File: config.mk
export PLATFORM = sky130hd
export DESIGN_NAME = gate_motor_sequencer_flat
export DESIGN_NICKNAME = d
export VERILOG_FILES = /design/src/rtl/gms_pkg.sv /design/src/rtl/gms_ifs.sv /design/src/rtl/gms_cfg_regs.sv /design/src/rtl/gms_divider.sv /design/src/rtl/gms_tick_logic.sv /design/src/rtl/gate_motor_sequencer.sv /design/src/flat_wrapper.sv
export VERILOG_INCLUDE_DIRS = /design/src /design/src/rtl
export SDC_FILE = /design/constraint.sdc
export NUM_CORES = 1
export LEC_CHECK = 0
export BUFFER_PORTS_ARGS = -buffer_cell sky130_fd_sc_hd__buf_2
export CORE_MARGIN = 3
export CORE_UTILIZATION = 45
export CTS_CLUSTER_SIZE = 12
export DETAILED_ROUTE_END_ITERATION = 6
export HOLD_SLACK_MARGIN = 0.08
export PLACE_DENSITY = 0.57
export SLEW_MARGIN = 25
export SYNTH_ARGS = -nofsm -noshare
export SYNTH_HDL_FRONTEND = slang
export SYNTH_SLANG_ARGS = --single-unit
File: constraint.sdc
create_clock -name clk -period 9.79 [get_ports clk]
set_input_delay 0.4895 -clock clk [delete_from_list [all_inputs] [get_ports clk]]
set_output_delay 0.4895 -clock clk [all_outputs]
set_load 0.005 [all_outputs]
File: src/rtl/assert_macros.svh
// Assertion macros shared by the gate sequencer RTL.
// With SYNTH defined the macros expand to nothing.
`ifndef ASSERT_MACROS_SVH
`define ASSERT_MACROS_SVH
`ifndef SYNTH
// Antecedent in this cycle implies consequent in the same cycle.
`define ASSERT_IMPLIES(label, clk, rst, ante, cons, msg) \
  label: assert property (@(posedge clk) disable iff (rst) (ante) |-> (cons)) \
    else $error(msg);
// Antecedent in this cycle implies consequent in the next cycle.
`define ASSERT_NEXT(label, clk, rst, ante, cons, msg) \
  label: assert property (@(posedge clk) disable iff (rst) (ante) |=> (cons)) \
    else $error(msg);
`else
`define ASSERT_IMPLIES(label, clk, rst, ante, cons, msg)
`define ASSERT_NEXT(label, clk, rst, ante, cons, msg)
`endif
`endif

File: src/rtl/gms_pkg.sv
package gms_pkg;

  // Configuration port geometry.
  localparam int CFG_ADDR_W = 5;
  localparam int CFG_DATA_W = 32;

  // Register reset values.
  localparam logic [7:0]  RST_FULL_OPEN  = 8'd58;
  localparam logic [7:0]  RST_HALF_OPEN  = 8'd37;
  localparam logic [7:0]  RST_FAST_DELAY = 8'd50;
  localparam logic [3:0]  RST_SLOW_ZONE  = 4'd3;
  localparam logic [15:0] RST_EXP_TICKS  = 16'd680;
  localparam logic [7:0]  RST_DUTY_MAX   = 8'd120;
  localparam logic [7:0]  RST_DUTY_MIN   = 8'd105;
  localparam logic [7:0]  RST_SLOW_DUTY  = 8'd34;

  // Fast duty mapping.
  localparam logic [7:0]  DUTY_RESET = 8'd120;
  localparam logic [15:0] SLOW_LIMIT = 16'd425;
  localparam logic [15:0] DUTY_SCALE = 16'd10000;
  localparam logic [15:0] DUTY_SPAN  = 16'd50000;
  localparam logic [15:0] IC_MAX     = 16'hFFFF;
  localparam logic [7:0]  POS_MAX    = 8'hFF;

  // Division by the span is done as 50000 = 16 * 3125: a shift by four, then a
  // multiply by the rounded-up reciprocal of 3125 scaled by 2^32, which is exact
  // for every dividend below 2^20.
  localparam int          SPAN_SHIFT  = 4;
  localparam int          RECIP_SHIFT = 32;
  localparam logic [20:0] RECIP_SPAN  = 21'd1374390;

  // Shared divider and multiplier geometry.
  localparam int DIV_NUM_W = 24;
  localparam int DIV_DEN_W = 16;
  localparam int DIV_CNT_W = $clog2(DIV_NUM_W + 1);
  localparam int MUL_W     = 21;

  typedef enum logic [2:0] {
    REG_FULL_OPEN  = 3'd0,
    REG_HALF_OPEN  = 3'd1,
    REG_FAST_DELAY = 3'd2,
    REG_SLOW_ZONE  = 3'd3,
    REG_EXP_TICKS  = 3'd4,
    REG_DUTY_MAX   = 3'd5,
    REG_DUTY_MIN   = 3'd6,
    REG_SLOW_DUTY  = 3'd7
  } reg_idx_t;

  typedef enum logic [2:0] {
    MODE_HOMING    = 3'd0,
    MODE_IDLE      = 3'd1,
    MODE_OPEN_HALF = 3'd2,
    MODE_OPEN_FULL = 3'd3,
    MODE_CLOSING   = 3'd4
  } mode_t;

  typedef enum logic [1:0] {
    BR_BRAKE = 2'd0,
    BR_OPEN  = 2'd1,
    BR_CLOSE = 2'd2
  } bridge_t;

  typedef struct packed {
    logic [7:0]  full_open_steps;
    logic [7:0]  half_open_steps;
    logic [7:0]  fast_delay_tenths;
    logic [3:0]  slow_zone_steps;
    logic [15:0] expected_step_ticks;
    logic [7:0]  fast_duty_max;
    logic [7:0]  fast_duty_min;
    logic [7:0]  slow_duty;
  } cfg_t;

  typedef struct packed {
    logic step_pulse;
    logic tenth_tick;
    logic half_button;
    logic full_button;
    logic confirm_button;
    logic fault;
  } item_t;

  typedef struct packed {
    bridge_t    bridge;
    logic       pwm_on;
    logic [7:0] duty;
    logic [7:0] position;
    mode_t      mode_code;
    logic       fast_active;
  } result_t;

  typedef struct packed {
    mode_t       mode;
    logic [7:0]  pos;
    logic [15:0] icount;
    logic [7:0]  fduty;
    logic        latch;
    logic [7:0]  dly;
    logic [1:0]  hist;
  } gate_state_t;

  localparam gate_state_t STATE_RESET = '{
    mode:   MODE_HOMING,
    pos:    8'd0,
    icount: 16'd0,
    fduty:  DUTY_RESET,
    latch:  1'b0,
    dly:    8'd0,
    hist:   2'b00
  };

endpackage

File: src/rtl/gms_ifs.sv
// Tick item channel.
interface gms_item_if;
  logic valid;
  logic ready;
  logic step_pulse;
  logic tenth_tick;
  logic half_button;
  logic full_button;
  logic confirm_button;
  logic fault;

  modport source (
    output valid, step_pulse, tenth_tick, half_button, full_button, confirm_button, fault,
    input  ready
  );
  modport sink (
    input  valid, step_pulse, tenth_tick, half_button, full_button, confirm_button, fault,
    output ready
  );
endinterface

// Drive result channel.
interface gms_result_if;
  logic       valid;
  logic       ready;
  logic [1:0] bridge_mode;
  logic       pwm_on;
  logic [7:0] duty;
  logic [7:0] position;
  logic [2:0] mode_code;
  logic       fast_active;

  modport source (
    output valid, bridge_mode, pwm_on, duty, position, mode_code, fast_active,
    input  ready
  );
  modport sink (
    input  valid, bridge_mode, pwm_on, duty, position, mode_code, fast_active,
    output ready
  );
endinterface

File: src/rtl/gms_cfg_regs.sv
module gms_cfg_regs (
  input  logic                          clk,
  input  logic                          rst,
  input  logic                          psel,
  input  logic                          penable,
  input  logic                          pwrite,
  input  logic [gms_pkg::CFG_ADDR_W-1:0] paddr,
  input  logic [gms_pkg::CFG_DATA_W-1:0] pwdata,
  output logic [gms_pkg::CFG_DATA_W-1:0] prdata,
  output logic                          pready,
  output gms_pkg::cfg_t                 cfg
);
  import gms_pkg::*;

  reg_idx_t idx;

  assign idx    = reg_idx_t'(paddr[CFG_ADDR_W-1:2]);
  assign pready = 1'b1;

  always_ff @(posedge clk) begin
    if (rst) begin
      cfg.full_open_steps     <= RST_FULL_OPEN;
      cfg.half_open_steps     <= RST_HALF_OPEN;
      cfg.fast_delay_tenths   <= RST_FAST_DELAY;
      cfg.slow_zone_steps     <= RST_SLOW_ZONE;
      cfg.expected_step_ticks <= RST_EXP_TICKS;
      cfg.fast_duty_max       <= RST_DUTY_MAX;
      cfg.fast_duty_min       <= RST_DUTY_MIN;
      cfg.slow_duty           <= RST_SLOW_DUTY;
    end else if (psel && penable && pwrite && pready) begin
      case (idx)
        REG_FULL_OPEN:  cfg.full_open_steps     <= pwdata[7:0];
        REG_HALF_OPEN:  cfg.half_open_steps     <= pwdata[7:0];
        REG_FAST_DELAY: cfg.fast_delay_tenths   <= pwdata[7:0];
        REG_SLOW_ZONE:  cfg.slow_zone_steps     <= pwdata[3:0];
        REG_EXP_TICKS:  cfg.expected_step_ticks <= pwdata[15:0];
        REG_DUTY_MAX:   cfg.fast_duty_max       <= pwdata[7:0];
        REG_DUTY_MIN:   cfg.fast_duty_min       <= pwdata[7:0];
        REG_SLOW_DUTY:  cfg.slow_duty           <= pwdata[7:0];
        default: ;
      endcase
    end
  end

  always_comb begin
    prdata = '0;
    case (idx)
      REG_FULL_OPEN:  prdata[7:0]  = cfg.full_open_steps;
      REG_HALF_OPEN:  prdata[7:0]  = cfg.half_open_steps;
      REG_FAST_DELAY: prdata[7:0]  = cfg.fast_delay_tenths;
      REG_SLOW_ZONE:  prdata[3:0]  = cfg.slow_zone_steps;
      REG_EXP_TICKS:  prdata[15:0] = cfg.expected_step_ticks;
      REG_DUTY_MAX:   prdata[7:0]  = cfg.fast_duty_max;
      REG_DUTY_MIN:   prdata[7:0]  = cfg.fast_duty_min;
      REG_SLOW_DUTY:  prdata[7:0]  = cfg.slow_duty;
      default:        prdata       = '0;
    endcase
  end

endmodule

File: src/rtl/gms_divider.sv
`include "assert_macros.svh"

// Restoring divider, one quotient bit per cycle.
module gms_divider (
  input  logic                         clk,
  input  logic                         rst,
  input  logic                         start,
  input  logic [gms_pkg::DIV_NUM_W-1:0] num,
  input  logic [gms_pkg::DIV_DEN_W-1:0] den,
  output logic                         busy,
  output logic                         done,
  output logic [gms_pkg::DIV_NUM_W-1:0] quo
);
  import gms_pkg::*;

  logic [DIV_CNT_W-1:0] count;
  logic [DIV_DEN_W-1:0] den_q;
  logic [DIV_DEN_W-1:0] rem;
  logic [DIV_DEN_W:0]   rem_sh;
  logic [DIV_DEN_W:0]   rem_sub;
  logic                 ge;

  assign busy    = (count != '0);
  assign rem_sh  = {rem, quo[DIV_NUM_W-1]};
  assign ge      = (rem_sh >= {1'b0, den_q});
  assign rem_sub = rem_sh - {1'b0, den_q};

  always_ff @(posedge clk) begin
    if (rst) begin
      count <= '0;
      done  <= 1'b0;
    end else begin
      done <= 1'b0;
      if (start) begin
        count <= DIV_CNT_W'(DIV_NUM_W);
        rem   <= '0;
        quo   <= num;
        den_q <= den;
      end else if (busy) begin
        count <= count - 1'b1;
        rem   <= ge ? rem_sub[DIV_DEN_W-1:0] : rem_sh[DIV_DEN_W-1:0];
        quo   <= {quo[DIV_NUM_W-2:0], ge};
        done  <= (count == DIV_CNT_W'(1));
      end
    end
  end

  `ASSERT_IMPLIES(a_start_when_free, clk, rst, start, !busy, "divider restarted while busy")
  `ASSERT_NEXT(a_done_single, clk, rst, done, !done, "divider done held longer than a cycle")
  `ASSERT_IMPLIES(a_rem_below_den, clk, rst, done && (den_q != '0), rem < den_q, "remainder not below divisor")

endmodule

File: src/rtl/gms_tick_logic.sv
// Next state and drive result for one tick, given the fast duty to use.
module gms_tick_logic (
  input  gms_pkg::cfg_t        cfg,
  input  gms_pkg::gate_state_t cur,
  input  gms_pkg::item_t       itm,
  input  logic [7:0]           duty_val,
  output gms_pkg::gate_state_t nxt,
  output gms_pkg::result_t     res
);
  import gms_pkg::*;

  always_comb begin
    logic       half_edge;
    logic       full_edge;
    logic       moving;
    logic       step_mv;
    logic       acted;
    logic       evaluate;
    logic       at_delay;
    logic [7:0] target;
    logic [8:0] pos_zone;
    logic [8:0] zone_p1;

    half_edge = itm.half_button & ~cur.hist[0];
    full_edge = itm.full_button & ~cur.hist[1];
    moving    = (cur.mode == MODE_OPEN_HALF) || (cur.mode == MODE_OPEN_FULL) ||
                (cur.mode == MODE_CLOSING);
    step_mv   = itm.step_pulse & moving;
    acted     = 1'b0;
    evaluate  = 1'b0;
    at_delay  = 1'b0;
    target    = cfg.half_open_steps;
    pos_zone  = '0;
    zone_p1   = {5'd0, cfg.slow_zone_steps} + 9'd1;

    nxt        = cur;
    res.bridge = BR_BRAKE;
    res.pwm_on = 1'b0;
    res.duty   = 8'd0;

    if (itm.fault) begin
      nxt = STATE_RESET;
    end else begin
      nxt.fduty = duty_val;
      if (step_mv) begin
        nxt.icount = '0;
      end
      if (nxt.icount != IC_MAX) begin
        nxt.icount = nxt.icount + 16'd1;
      end
      if (step_mv) begin
        if (cur.mode == MODE_CLOSING) begin
          if (cur.pos != 8'd0) nxt.pos = cur.pos - 8'd1;
        end else if (cur.pos != POS_MAX) begin
          nxt.pos = cur.pos + 8'd1;
        end
      end
      if (itm.tenth_tick) begin
        nxt.dly = cur.dly + 8'd1;
      end

      case (cur.mode)
        MODE_HOMING: begin
          if (itm.confirm_button) begin
            nxt.mode = MODE_IDLE;
            nxt.pos  = 8'd0;
          end else if (itm.full_button) begin
            res.bridge = BR_CLOSE;
            res.pwm_on = 1'b1;
            res.duty   = cfg.slow_duty;
          end else if (itm.half_button) begin
            res.bridge = BR_OPEN;
            res.pwm_on = 1'b1;
            res.duty   = cfg.slow_duty;
          end
        end
        MODE_IDLE: begin
          if (half_edge) begin
            if (nxt.pos == 8'd0) begin
              nxt.mode = MODE_OPEN_HALF;
              acted    = 1'b1;
            end else if ((nxt.pos == cfg.half_open_steps) ||
                         (nxt.pos == cfg.full_open_steps)) begin
              nxt.mode = MODE_CLOSING;
              acted    = 1'b1;
            end
          end
          if (!acted && full_edge && (nxt.pos < cfg.full_open_steps)) begin
            nxt.mode = MODE_OPEN_FULL;
            acted    = 1'b1;
          end
          if (acted) begin
            nxt.dly   = 8'd0;
            nxt.latch = 1'b0;
          end
          evaluate = acted;
        end
        MODE_CLOSING: begin
          // A half press while closing brakes for this tick and reverses.
          if ((nxt.pos != 8'd0) && half_edge) begin
            nxt.mode  = (nxt.pos < cfg.half_open_steps) ? MODE_OPEN_HALF : MODE_OPEN_FULL;
            nxt.dly   = 8'd0;
            nxt.latch = 1'b0;
          end else begin
            evaluate = 1'b1;
          end
        end
        default: begin
          evaluate = 1'b1;
        end
      endcase

      if (evaluate) begin
        at_delay = (nxt.dly == cfg.fast_delay_tenths);
        if (nxt.mode == MODE_CLOSING) begin
          if (nxt.pos == 8'd0) begin
            nxt.mode  = MODE_IDLE;
            nxt.latch = 1'b0;
          end else begin
            if (at_delay && ({1'b0, nxt.pos} > zone_p1)) nxt.latch = 1'b1;
            if (nxt.pos <= {4'd0, cfg.slow_zone_steps}) nxt.latch = 1'b0;
          end
        end else begin
          target   = (nxt.mode == MODE_OPEN_FULL) ? cfg.full_open_steps : cfg.half_open_steps;
          pos_zone = {1'b0, nxt.pos} + {5'd0, cfg.slow_zone_steps};
          if (nxt.pos >= target) begin
            nxt.mode  = MODE_IDLE;
            nxt.latch = 1'b0;
          end else begin
            if (at_delay && ((pos_zone + 9'd1) < {1'b0, target})) nxt.latch = 1'b1;
            if (pos_zone >= {1'b0, target}) nxt.latch = 1'b0;
          end
        end
        if (nxt.mode != MODE_IDLE) begin
          res.bridge = (nxt.mode == MODE_CLOSING) ? BR_CLOSE : BR_OPEN;
          res.pwm_on = 1'b1;
          res.duty   = nxt.latch ? nxt.fduty : cfg.slow_duty;
        end
      end
    end

    nxt.hist        = {itm.full_button, itm.half_button};
    res.position    = nxt.pos;
    res.mode_code   = nxt.mode;
    res.fast_active = nxt.latch;
  end

endmodule

File: src/rtl/gate_motor_sequencer.sv
// Channel   Dir  Handshake        Beat contents
// item      in   valid / ready    step_pulse, tenth_tick, half_button, full_button,
//                                 confirm_button, fault
// result    out  valid / ready    bridge_mode, pwm_on, duty, position, mode_code,
//                                 fast_active
// config    in   APB, pready = 1  eight registers at byte addresses 0 to 28
//
// An item passes the idle and apply steps, and also both multiply steps, the divide
// and the scale step when a step pulse arrives during a move at fast speed and the
// step interval lies within the mapped window. The divide is one pass through the
// 24-bit divider, one quotient bit a cycle; the span is divided via its reciprocal.
// Reset is synchronous and active high; it returns the gate to homing and the
// registers to their defaults, with no clearing pass.
// A new item is taken while an earlier result still waits; the block stalls only
// in its final step until the result register has room.
`include "assert_macros.svh"

module gate_motor_sequencer (
  input  logic                          clk,
  input  logic                          rst,
  gms_item_if.sink                      item,
  gms_result_if.source                  result,
  input  logic                          psel,
  input  logic                          penable,
  input  logic                          pwrite,
  input  logic [gms_pkg::CFG_ADDR_W-1:0] paddr,
  input  logic [gms_pkg::CFG_DATA_W-1:0] pwdata,
  output logic [gms_pkg::CFG_DATA_W-1:0] prdata,
  output logic                          pready
);
  import gms_pkg::*;

  // Sequencer steps. A fast duty update needs d*10000/E, a multiply followed by
  // a divide, and then (50000 - that)*max/50000, where the division by the fixed
  // span is a shift and a multiply by a reciprocal.
  typedef enum logic [2:0] {
    S_IDLE,
    S_MUL1,
    S_DIV1,
    S_MUL2,
    S_SCALE,
    S_APPLY
  } fsm_t;

  fsm_t                  fsm;
  cfg_t                  cfg;
  gate_state_t           st;
  gate_state_t           st_next;
  item_t                 item_q;
  result_t               res_next;
  result_t               out_q;
  logic                  out_valid;
  logic                  use_calc;
  logic [7:0]            calc_duty;
  logic [7:0]            duty_val;
  logic [8:0]            d_q;
  logic [15:0]           vp_q;
  logic [DIV_NUM_W-1:0]  prod;
  logic [MUL_W-1:0]      mul_a;
  logic [MUL_W-1:0]      mul_b;
  logic [2*MUL_W-1:0]    mul_p;
  logic                  div_start;
  logic                  div_busy;
  logic                  div_done;
  logic [DIV_NUM_W-1:0]  div_quo;
  logic                  moving;
  logic                  need_calc;
  logic [15:0]           diff;

  gms_cfg_regs u_cfg (
    .clk     (clk),
    .rst     (rst),
    .psel    (psel),
    .penable (penable),
    .pwrite  (pwrite),
    .paddr   (paddr),
    .pwdata  (pwdata),
    .prdata  (prdata),
    .pready  (pready),
    .cfg     (cfg)
  );

  gms_divider u_div (
    .clk   (clk),
    .rst   (rst),
    .start (div_start),
    .num   (prod),
    .den   (cfg.expected_step_ticks),
    .busy  (div_busy),
    .done  (div_done),
    .quo   (div_quo)
  );

  // One multiplier, shared by the two multiply steps and the span scaling.
  always_comb begin
    case (fsm)
      S_MUL1: begin
        mul_a = MUL_W'(d_q);
        mul_b = MUL_W'(DUTY_SCALE);
      end
      S_SCALE: begin
        mul_a = MUL_W'(prod[DIV_NUM_W-1:SPAN_SHIFT]);
        mul_b = RECIP_SPAN;
      end
      default: begin
        mul_a = MUL_W'(vp_q);
        mul_b = MUL_W'(cfg.fast_duty_max);
      end
    endcase
  end
  assign mul_p = mul_a * mul_b;

  // Fast duty is recomputed only on a step pulse while moving at fast speed.
  assign moving    = (st.mode == MODE_OPEN_HALF) || (st.mode == MODE_OPEN_FULL) ||
                     (st.mode == MODE_CLOSING);
  assign need_calc = !item.fault && item.step_pulse && moving && st.latch;
  assign diff      = cfg.expected_step_ticks - st.icount;

  assign duty_val = use_calc ? calc_duty : st.fduty;

  gms_tick_logic u_tick (
    .cfg      (cfg),
    .cur      (st),
    .itm      (item_q),
    .duty_val (duty_val),
    .nxt      (st_next),
    .res      (res_next)
  );

  assign item.ready         = (fsm == S_IDLE);
  assign result.valid       = out_valid;
  assign result.bridge_mode = out_q.bridge;
  assign result.pwm_on      = out_q.pwm_on;
  assign result.duty        = out_q.duty;
  assign result.position    = out_q.position;
  assign result.mode_code   = out_q.mode_code;
  assign result.fast_active = out_q.fast_active;

  always_ff @(posedge clk) begin
    if (rst) begin
      fsm       <= S_IDLE;
      st        <= STATE_RESET;
      out_valid <= 1'b0;
      div_start <= 1'b0;
      use_calc  <= 1'b0;
    end else begin
      div_start <= 1'b0;
      if (out_valid && result.ready) begin
        out_valid <= 1'b0;
      end
      case (fsm)
        S_IDLE: begin
          if (item.valid) begin
            item_q.step_pulse     <= item.step_pulse;
            item_q.tenth_tick     <= item.tenth_tick;
            item_q.half_button    <= item.half_button;
            item_q.full_button    <= item.full_button;
            item_q.confirm_button <= item.confirm_button;
            item_q.fault          <= item.fault;
            use_calc              <= need_calc;
            fsm                   <= S_APPLY;
            if (need_calc) begin
              // Steps slower than expected, far too fast, or no expected
              // interval at all map straight to a limit.
              if (st.icount > cfg.expected_step_ticks) begin
                calc_duty <= cfg.fast_duty_max;
              end else if (diff > SLOW_LIMIT) begin
                calc_duty <= cfg.fast_duty_min;
              end else if (cfg.expected_step_ticks == '0) begin
                calc_duty <= cfg.fast_duty_max;
              end else begin
                d_q <= diff[8:0];
                fsm <= S_MUL1;
              end
            end
          end
        end
        S_MUL1: begin
          prod      <= mul_p[DIV_NUM_W-1:0];
          div_start <= 1'b1;
          fsm       <= S_DIV1;
        end
        S_DIV1: begin
          if (div_done) begin
            if (div_quo > {8'd0, DUTY_SPAN}) begin
              vp_q <= '0;
            end else begin
              vp_q <= DUTY_SPAN - div_quo[15:0];
            end
            fsm <= S_MUL2;
          end
        end
        S_MUL2: begin
          prod <= mul_p[DIV_NUM_W-1:0];
          fsm  <= S_SCALE;
        end
        S_SCALE: begin
          calc_duty <= mul_p[RECIP_SHIFT+7:RECIP_SHIFT];
          fsm       <= S_APPLY;
        end
        S_APPLY: begin
          // Commit the tick once the result register has room.
          if (!out_valid || result.ready) begin
            st        <= st_next;
            out_q     <= res_next;
            out_valid <= 1'b1;
            fsm       <= S_IDLE;
          end
        end
        default: begin
          fsm <= S_IDLE;
        end
      endcase
    end
  end

  `ASSERT_IMPLIES(a_done_in_div, clk, rst, div_done, fsm == S_DIV1, "divider finished outside the divide step")
  `ASSERT_IMPLIES(a_busy_in_div, clk, rst, div_busy, fsm == S_DIV1, "divider running outside the divide step")
  `ASSERT_IMPLIES(a_duty_bound, clk, rst, fsm == S_SCALE, mul_p[2*MUL_W-1:RECIP_SHIFT] <= {2'd0, cfg.fast_duty_max}, "mapped duty above the fast maximum")
  `ASSERT_IMPLIES(a_idle_pwm, clk, rst, out_valid && !out_q.pwm_on, out_q.duty == 8'd0, "duty shown with PWM off")
  `ASSERT_IMPLIES(a_fast_moving, clk, rst, out_valid && out_q.fast_active, (out_q.mode_code == MODE_OPEN_HALF) || (out_q.mode_code == MODE_OPEN_FULL) || (out_q.mode_code == MODE_CLOSING), "fast speed outside a move")

endmodule
File: src/flat_wrapper.sv
// flat-port wrapper written by rule: the top's interface ports become plain ports
module gate_motor_sequencer_flat import gms_pkg::*;
  (clk, rst, psel, penable, pwrite, paddr, pwdata, prdata, pready, item_valid, item_step_pulse, item_tenth_tick, item_half_button, item_full_button, item_confirm_button, item_fault, item_ready, result_valid, result_bridge_mode, result_pwm_on, result_duty, result_position, result_mode_code, result_fast_active, result_ready);
  gms_item_if item_i ();
  gms_result_if result_i ();
  input  logic clk;
  input  logic rst;
  input  logic psel;
  input  logic penable;
  input  logic pwrite;
  input  logic [gms_pkg::CFG_ADDR_W-1:0] paddr;
  input  logic [gms_pkg::CFG_DATA_W-1:0] pwdata;
  output logic [gms_pkg::CFG_DATA_W-1:0] prdata;
  output logic pready;
  input wire logic [$bits(item_i.valid)-1:0] item_valid;
  input wire logic [$bits(item_i.step_pulse)-1:0] item_step_pulse;
  input wire logic [$bits(item_i.tenth_tick)-1:0] item_tenth_tick;
  input wire logic [$bits(item_i.half_button)-1:0] item_half_button;
  input wire logic [$bits(item_i.full_button)-1:0] item_full_button;
  input wire logic [$bits(item_i.confirm_button)-1:0] item_confirm_button;
  input wire logic [$bits(item_i.fault)-1:0] item_fault;
  output wire logic [$bits(item_i.ready)-1:0] item_ready;
  output wire logic [$bits(result_i.valid)-1:0] result_valid;
  output wire logic [$bits(result_i.bridge_mode)-1:0] result_bridge_mode;
  output wire logic [$bits(result_i.pwm_on)-1:0] result_pwm_on;
  output wire logic [$bits(result_i.duty)-1:0] result_duty;
  output wire logic [$bits(result_i.position)-1:0] result_position;
  output wire logic [$bits(result_i.mode_code)-1:0] result_mode_code;
  output wire logic [$bits(result_i.fast_active)-1:0] result_fast_active;
  input wire logic [$bits(result_i.ready)-1:0] result_ready;
  assign item_i.valid = item_valid;
  assign item_i.step_pulse = item_step_pulse;
  assign item_i.tenth_tick = item_tenth_tick;
  assign item_i.half_button = item_half_button;
  assign item_i.full_button = item_full_button;
  assign item_i.confirm_button = item_confirm_button;
  assign item_i.fault = item_fault;
  assign item_ready = item_i.ready;
  assign result_valid = result_i.valid;
  assign result_bridge_mode = result_i.bridge_mode;
  assign result_pwm_on = result_i.pwm_on;
  assign result_duty = result_i.duty;
  assign result_position = result_i.position;
  assign result_mode_code = result_i.mode_code;
  assign result_fast_active = result_i.fast_active;
  assign result_i.ready = result_ready;
  gate_motor_sequencer u_core (.clk(clk), .rst(rst), .item(item_i), .result(result_i), .psel(psel), .penable(penable), .pwrite(pwrite), .paddr(paddr), .pwdata(pwdata), .prdata(prdata), .pready(pready));
endmodule
==> results of run 1 <==
[critical path: cells and delay by family, from the launching register on]
| family | cells | cell delay, ps |
|---|---|---|
| compound gates | 12 | 3440 |
| fa+ha+maj | 8 | 3390 |
| simple gates | 6 | 880 |
| flops | 1 | 540 |
| buf+inv | 4 | 540 |
| xor+xnor | 1 | 150 |
[cells in the final DEF (no fill, tap or decap), types with 67 or more instances in the layout]
cell type,n
a21oi_1,139
nand2_1,302
xnor2_1,67
inv_1,404
ha_1,266
fa_1,278
dfxtp_1,125
mux2i_1,87
nor2_1,256
o21ai_0,73
buf_2,71
edfxtp_1,142
[flip-flops by register name, summed over array words and instances, names as in the netlist, 2 cells and up]
signal,count
u_core.item_q,6
u_core.u_div.count,5
u_core.u_div.den_q,16
u_core.u_div.rem,16
u_core.result.mode_code,3
u_core.prod,24
u_core.result.duty,8
u_core.fsm,3
u_core.st,46
u_core.calc_duty,8
u_core.result.bridge_mode,2
u_core.result.position,8
u_core.vp_q,16
u_core.d_q,9
u_core.u_div.quo,24
u_core.u_cfg.cfg,68
[per-stage QoR]
| step | worst slack (ps) | area [um2] | cells |
|---|---|---|---|
| 2_1_floorplan | 1610 | 27100 | 2938 |
| 3_3_place_gp | 581 | 28200 | 3696 |
| 3_5_place_dp | 425 | 28200 | 3696 |
| 4_1_cts | 350 | 29200 | 3756 |
| 5_1_grt | 32.8 | 29200 | 3758 |
| 6_report | 582 | 29200 | 3759 |
[metal layers]
| layer | part of all wire, % | routed length (um) | GRT usage [%] | vias to the layer above |
|---|---|---|---|---|
| met5 | 0.018 | 13 | 0 | - |
| met4 | 2.2 | 1600 | 5.01 | 2 |
| met3 | 5.0 | 3670 | 3.26 | 110 |
| met2 | 46 | 34100 | 38.6 | 503 |
| met1 | 46 | 34000 | 33.4 | 10326 |
| li1 | - | - | - | 9782 |
[worst max path at each step]
stage	end	slack, ps
after floorplan	u_core.calc_duty[6]	1610
after global placement	u_core.calc_duty[6]	580
after detailed placement	u_core.calc_duty[6]	430
after CTS	u_core.calc_duty[6]	350
after global routing	u_core.calc_duty[6]	30
final	u_core.calc_duty[6]	580
[repair_timing]
| item | in CTS | in global routing |
|---|---|---|
| setup endpoints to repair | 0 | 3 |
| hold buffers | 4 | 0 |
| endpoints found under the hold margin | 4 | 0 |
| resized for setup | 0 | 1 |
[cell families after synthesis]
family / Yosys count
simple gates: 911
compound gates: 417
fa+ha+maj: 544
xor+xnor: 97
buf+inv: 516
flops: 268
other cells: 2
mux: 123
[layout make-up]
type / count / area [um2]
diodes: 2 / 5.00
clock buffers: 42 / 827
clock inverters: 14 / 97.6
fillers: 5509 / 29200
inverters: 406 / 1520
multi-input cells: 2154 / 18400
flip-flops and latches: 268 / 6790
well taps: 765 / 957
repair buffers: 108 / 647
==> results.toml, run 1 <==
[global_routing]
grt_pass1_wl_um = 118000
grt_start_max_net_pins = 66
antenna_found_initial = 4
track_usage_pct = 23.6
grt_pass1_vias = 21102
overflow = 0

[route]
wl_per_cell_um = 19.5
vias = 20723
ant_nets = 0
drc = 0
drt_iter0_drc = 1323
drt_first_pass_iters = 6
routed_via_density = 5.51
wirelength_um = 73400

[setup_path]
worst_r2r_startpoint = "u_core.fsm[0]"
crit_type = "flop to flop"
cpPeakStageDelay_ps = 650
reg2reg_depth = 31
cp.required_ps = 10100
arrival_ps = 9520
crit_fanout = 11
critPathSlowestCell = "a21boi_0"
cp-start-kind = "flop"
r2r_slack_ps = 580
reg2reg_to = "u_core.calc_duty[6]"
cp-end-kind = "flop"
startpoint = "u_core.fsm[0]"

[synthesis]
netlist_area_um2 = 26900
syn_inst = 2878
synth_most_common_cell = "inv_1"
yosysWarnings = 0
synth_top_family_by_area = "adder cells"
synth-compound-area-share_pct = 10.2
ys.flop_type = "edfxtp_1"
syn_avg_cell_area_um2 = 9.34
synth_mux_area_share_pct = 4.92
netlist.area_leader.share_pct = 20.7
synthTopCellsByArea = "fa_1, edfxtp_1, ha_1, dfxtp_1, inv_1"
synthDistinctLibCells = 92
yosysSeqAreaShare_pct = 25.3
synth-seq-cells = 268
synth-adder-area-share_pct = 33.1
synthSimpleGateAreaFrac_pct = 15.8
synth_common_cells = "inv_1, nand2_1, fa_1, ha_1, nor2_1"
synth-async-reset-ratio_pct = 0
synth_top_area_cell = "fa_1"
synth_edf_count = 142
synth-xor-area-share_pct = 3.19

[cts]
clkSinkCount = 268
root_buffer = "clkbuf_16"
cts_tree = "done"
clk_pin_slew_ps = 60
post-cts-setup-buffer-count = 0
clock_latency_ps = 580
cts_buffers = 30
clk_path_buf_depth = 3
h-tree-depth = 1

[sta]
slew_violations = 0
fin_hold_ws_ps = 117
tns_ps = 0
period_minus_slack_ps = 9210
rsz0062_at_grt = "false"
final_hold_viol_count = 0
timing.fmax_mhz = 109
clock_skew_ps = 12.6
setup_viol = 0
worst_pin_slew_ps = 1040
relSlewSlack_pct = 30.6
min_period_over_period_pct = 94.1

[min_path]
hold_class = "input pin to flop"
hold-path-endpoint = "u_core.item_q[0]"
min_path_cells = 1
min_from = "item_fault"

[place]
gp_congestion = 0.909
hpwl_um = 58600
place.port_buffers = 72

[die]
die_area_um2 = 62700
ios = 108
rows = 88
coreArea_um2 = 58400
chipWidth_um = 250
dieHeight_um = 250
start_util_pct = 46.0

[job]
cap_violations = 0

[final_layout]
drive_gt1_share_pct = 7.75
nNetsFinal = 3562
area_growth_pct = 8.67
fin_util_pct = 50.0

[run_status]
status = "finished, final reports clean"
Power of run 1 is left out: the tool's default activity adds up to more than one toggle a clock period on the data nets, which glitch-free logic cannot reach.
==> inputs of run 2 (changes only) <==
--- a/config.mk
+++ b/config.mk
@@ -7,12 +7,13 @@
 export NUM_CORES = 1
 export LEC_CHECK = 0
 export BUFFER_PORTS_ARGS = -buffer_cell sky130_fd_sc_hd__buf_2
+export CORE_ASPECT_RATIO = 1.25
 export CORE_MARGIN = 3
 export CORE_UTILIZATION = 45
 export CTS_CLUSTER_SIZE = 12
 export DETAILED_ROUTE_END_ITERATION = 6
 export HOLD_SLACK_MARGIN = 0.08
-export PLACE_DENSITY = 0.57
+export PLACE_DENSITY_LB_ADDON = 0.05
 export SLEW_MARGIN = 25
 export SYNTH_ARGS = -nofsm -noshare
 export SYNTH_HDL_FRONTEND = slang
==> results.toml, run 2 (same netlist as run 1, synthesis figures left out) <==
[setup_path]
r2r_slack_ps = 570
worst_r2r_startpoint = "u_core.fsm[0]"
crit_fanout = 11
cp-start-kind = "flop"
cp.required_ps = 10100
reg2reg_to = "u_core.calc_duty[6]"
cpPeakStageDelay_ps = 580
reg2reg_depth = 30
crit_type = "flop to flop"
arrival_ps = 9530
cp-end-kind = "flop"
critPathSlowestCell = "dfxtp_1"

[die]
ios = 108
chipWidth_um = 225
dieHeight_um = 279
coreArea_um2 = 58700
die_area_um2 = 62700
rows = 99
start_util_pct = 45.8

[route]
wl_per_cell_um = 20.1
ant_nets = 0
drc = 0
vias = 20335
drt_iter0_drc = 1224
routed_via_density = 5.42
wirelength_um = 75400
drt_first_pass_iters = 5

[final_layout]
drive_gt1_share_pct = 7.89
regMostFlops = "u_core.u_cfg.cfg"
layout_commonest_cell = "inv_1"
nFillCells = 5633
largest_reg_flops = 68
fin_util_pct = 49.9
final_cell_mix = "inv_1, nand2_1, fa_1"
largestRegisters = "u_core.u_cfg.cfg: 68 flops, u_core.st: 46 flops"
multi_input_area_um2 = 18400
area_growth_pct = 8.96
regArea_um2 = 6790
nNetsFinal = 3564

[global_routing]
antenna_found_initial = 4
grt_start_max_net_pins = 53
grt_pass1_vias = 20880
overflow = 0
track_usage_pct = 24.1
grt_pass1_wl_um = 119000

[place]
place.port_buffers = 72
hpwl_um = 61500
gp_congestion = 0.961

[min_path]
hold-path-endpoint = "u_core.item_q[0]"
hold_class = "input pin to flop"
min_from = "item_fault"
min_path_cells = 1

[run_status]
status = "finished, final reports clean"

[cts]
clock_latency_ps = 590
cts_buffers = 29
clk_pin_slew_ps = 60
clkSinkCount = 268
post-cts-setup-buffer-count = 0
clk_path_buf_depth = 3
cts_tree = "done"
h-tree-depth = 1
root_buffer = "clkbuf_16"

[sta]
timing.fmax_mhz = 109
slew_violations = 0
min_period_over_period_pct = 94.1
relSlewSlack_pct = 32.0
clock_skew_ps = 32.4
tns_ps = 0
period_minus_slack_ps = 9220
worst_pin_slew_ps = 1020
setup_viol = 0
final_hold_viol_count = 0
rsz0062_at_grt = "false"

[job]
cap_violations = 0
==> run 2: cell count changes in the layout (fill, tap and decap cells not counted), moves of 2 or more <==
| cell | change |
|---|---|
| clkinv_2 | -2 |
| clkinv_1 | -5 |
| buf_4 | +2 |
| nor4_4 | +2 |
| clkinvlp_4 | -2 |
| clkbuf_8 | +5 |
| nor4_2 | -2 |
==> run 2: how the worst max path moves through the flow <==
stage	start	to	slack, ps	cells after the start
after floorplan	u_core.fsm[1]	u_core.calc_duty[6]	1610	33
after global placement	u_core.fsm[0]	u_core.calc_duty[6]	430	30
after detailed placement	u_core.fsm[0]	u_core.calc_duty[6]	170	30
after CTS	u_core.fsm[0]	u_core.calc_duty[6]	90	30
after global routing	u_core.fsm[0]	u_core.calc_duty[6]	110	32
final	u_core.fsm[0]	u_core.calc_duty[6]	570	30
==> run 2: per-layer routing <==
layer  vias up  wire (um)  track usage (%)
met2       390      39600             45.0
met3        81       2390             1.95
met1     10079      31300             29.9
li1       9781          -                -
met5         -         24                0
met4         4       2070             6.20
==> run 2: cell type report <==
class / count / area share [%]
Inverter: 406 / 5.21
Timing Repair Buffer: 111 / 2.35
Clock inverter: 7 / 0.274
Sequential cell: 268 / 23.2
Tap cell: 757 / 3.24
Clock buffer: 47 / 2.99
Antenna cell: 2 / 0.0171
Multi-Input combinational cell: 2154 / 62.7
==> run 2: critical path: cells and delay by family (launching register included) <==
kind	cells	cell delay, ps
xor gates and xnor gates	1	180
buffers and inverters	3	150
DFF	1	580
and+or+nand+nor	6	1090
AOI/OAI and AO/OA	12	3400
adders and majority gates	8	3520
==> run 2: metrics by stage <==
| step | worst slack (ps) | cell area, um2 | cells | hold WS, ps |
|---|---|---|---|---|
| after floorplan | 1610 | 27100 | 2938 | 437 |
| after global placement | 426 | 28200 | 3690 | 448 |
| after detailed placement | 166 | 28200 | 3691 | 451 |
| after CTS | 88.6 | 29200 | 3750 | 86.6 |
| after global routing | 110 | 29300 | 3750 | 97.6 |
| final | 574 | 29300 | 3752 | 114 |
==> run 2: what timing repair did <==
| item | in CTS | in global routing |
|---|---|---|
| resized for setup | 0 | 3 |
| setup endpoints to repair | 0 | 3 |
| hold buffers | 5 | 0 |
| endpoints found under the hold margin | 5 | 0 |
Power of run 2 is left out for the same reason.
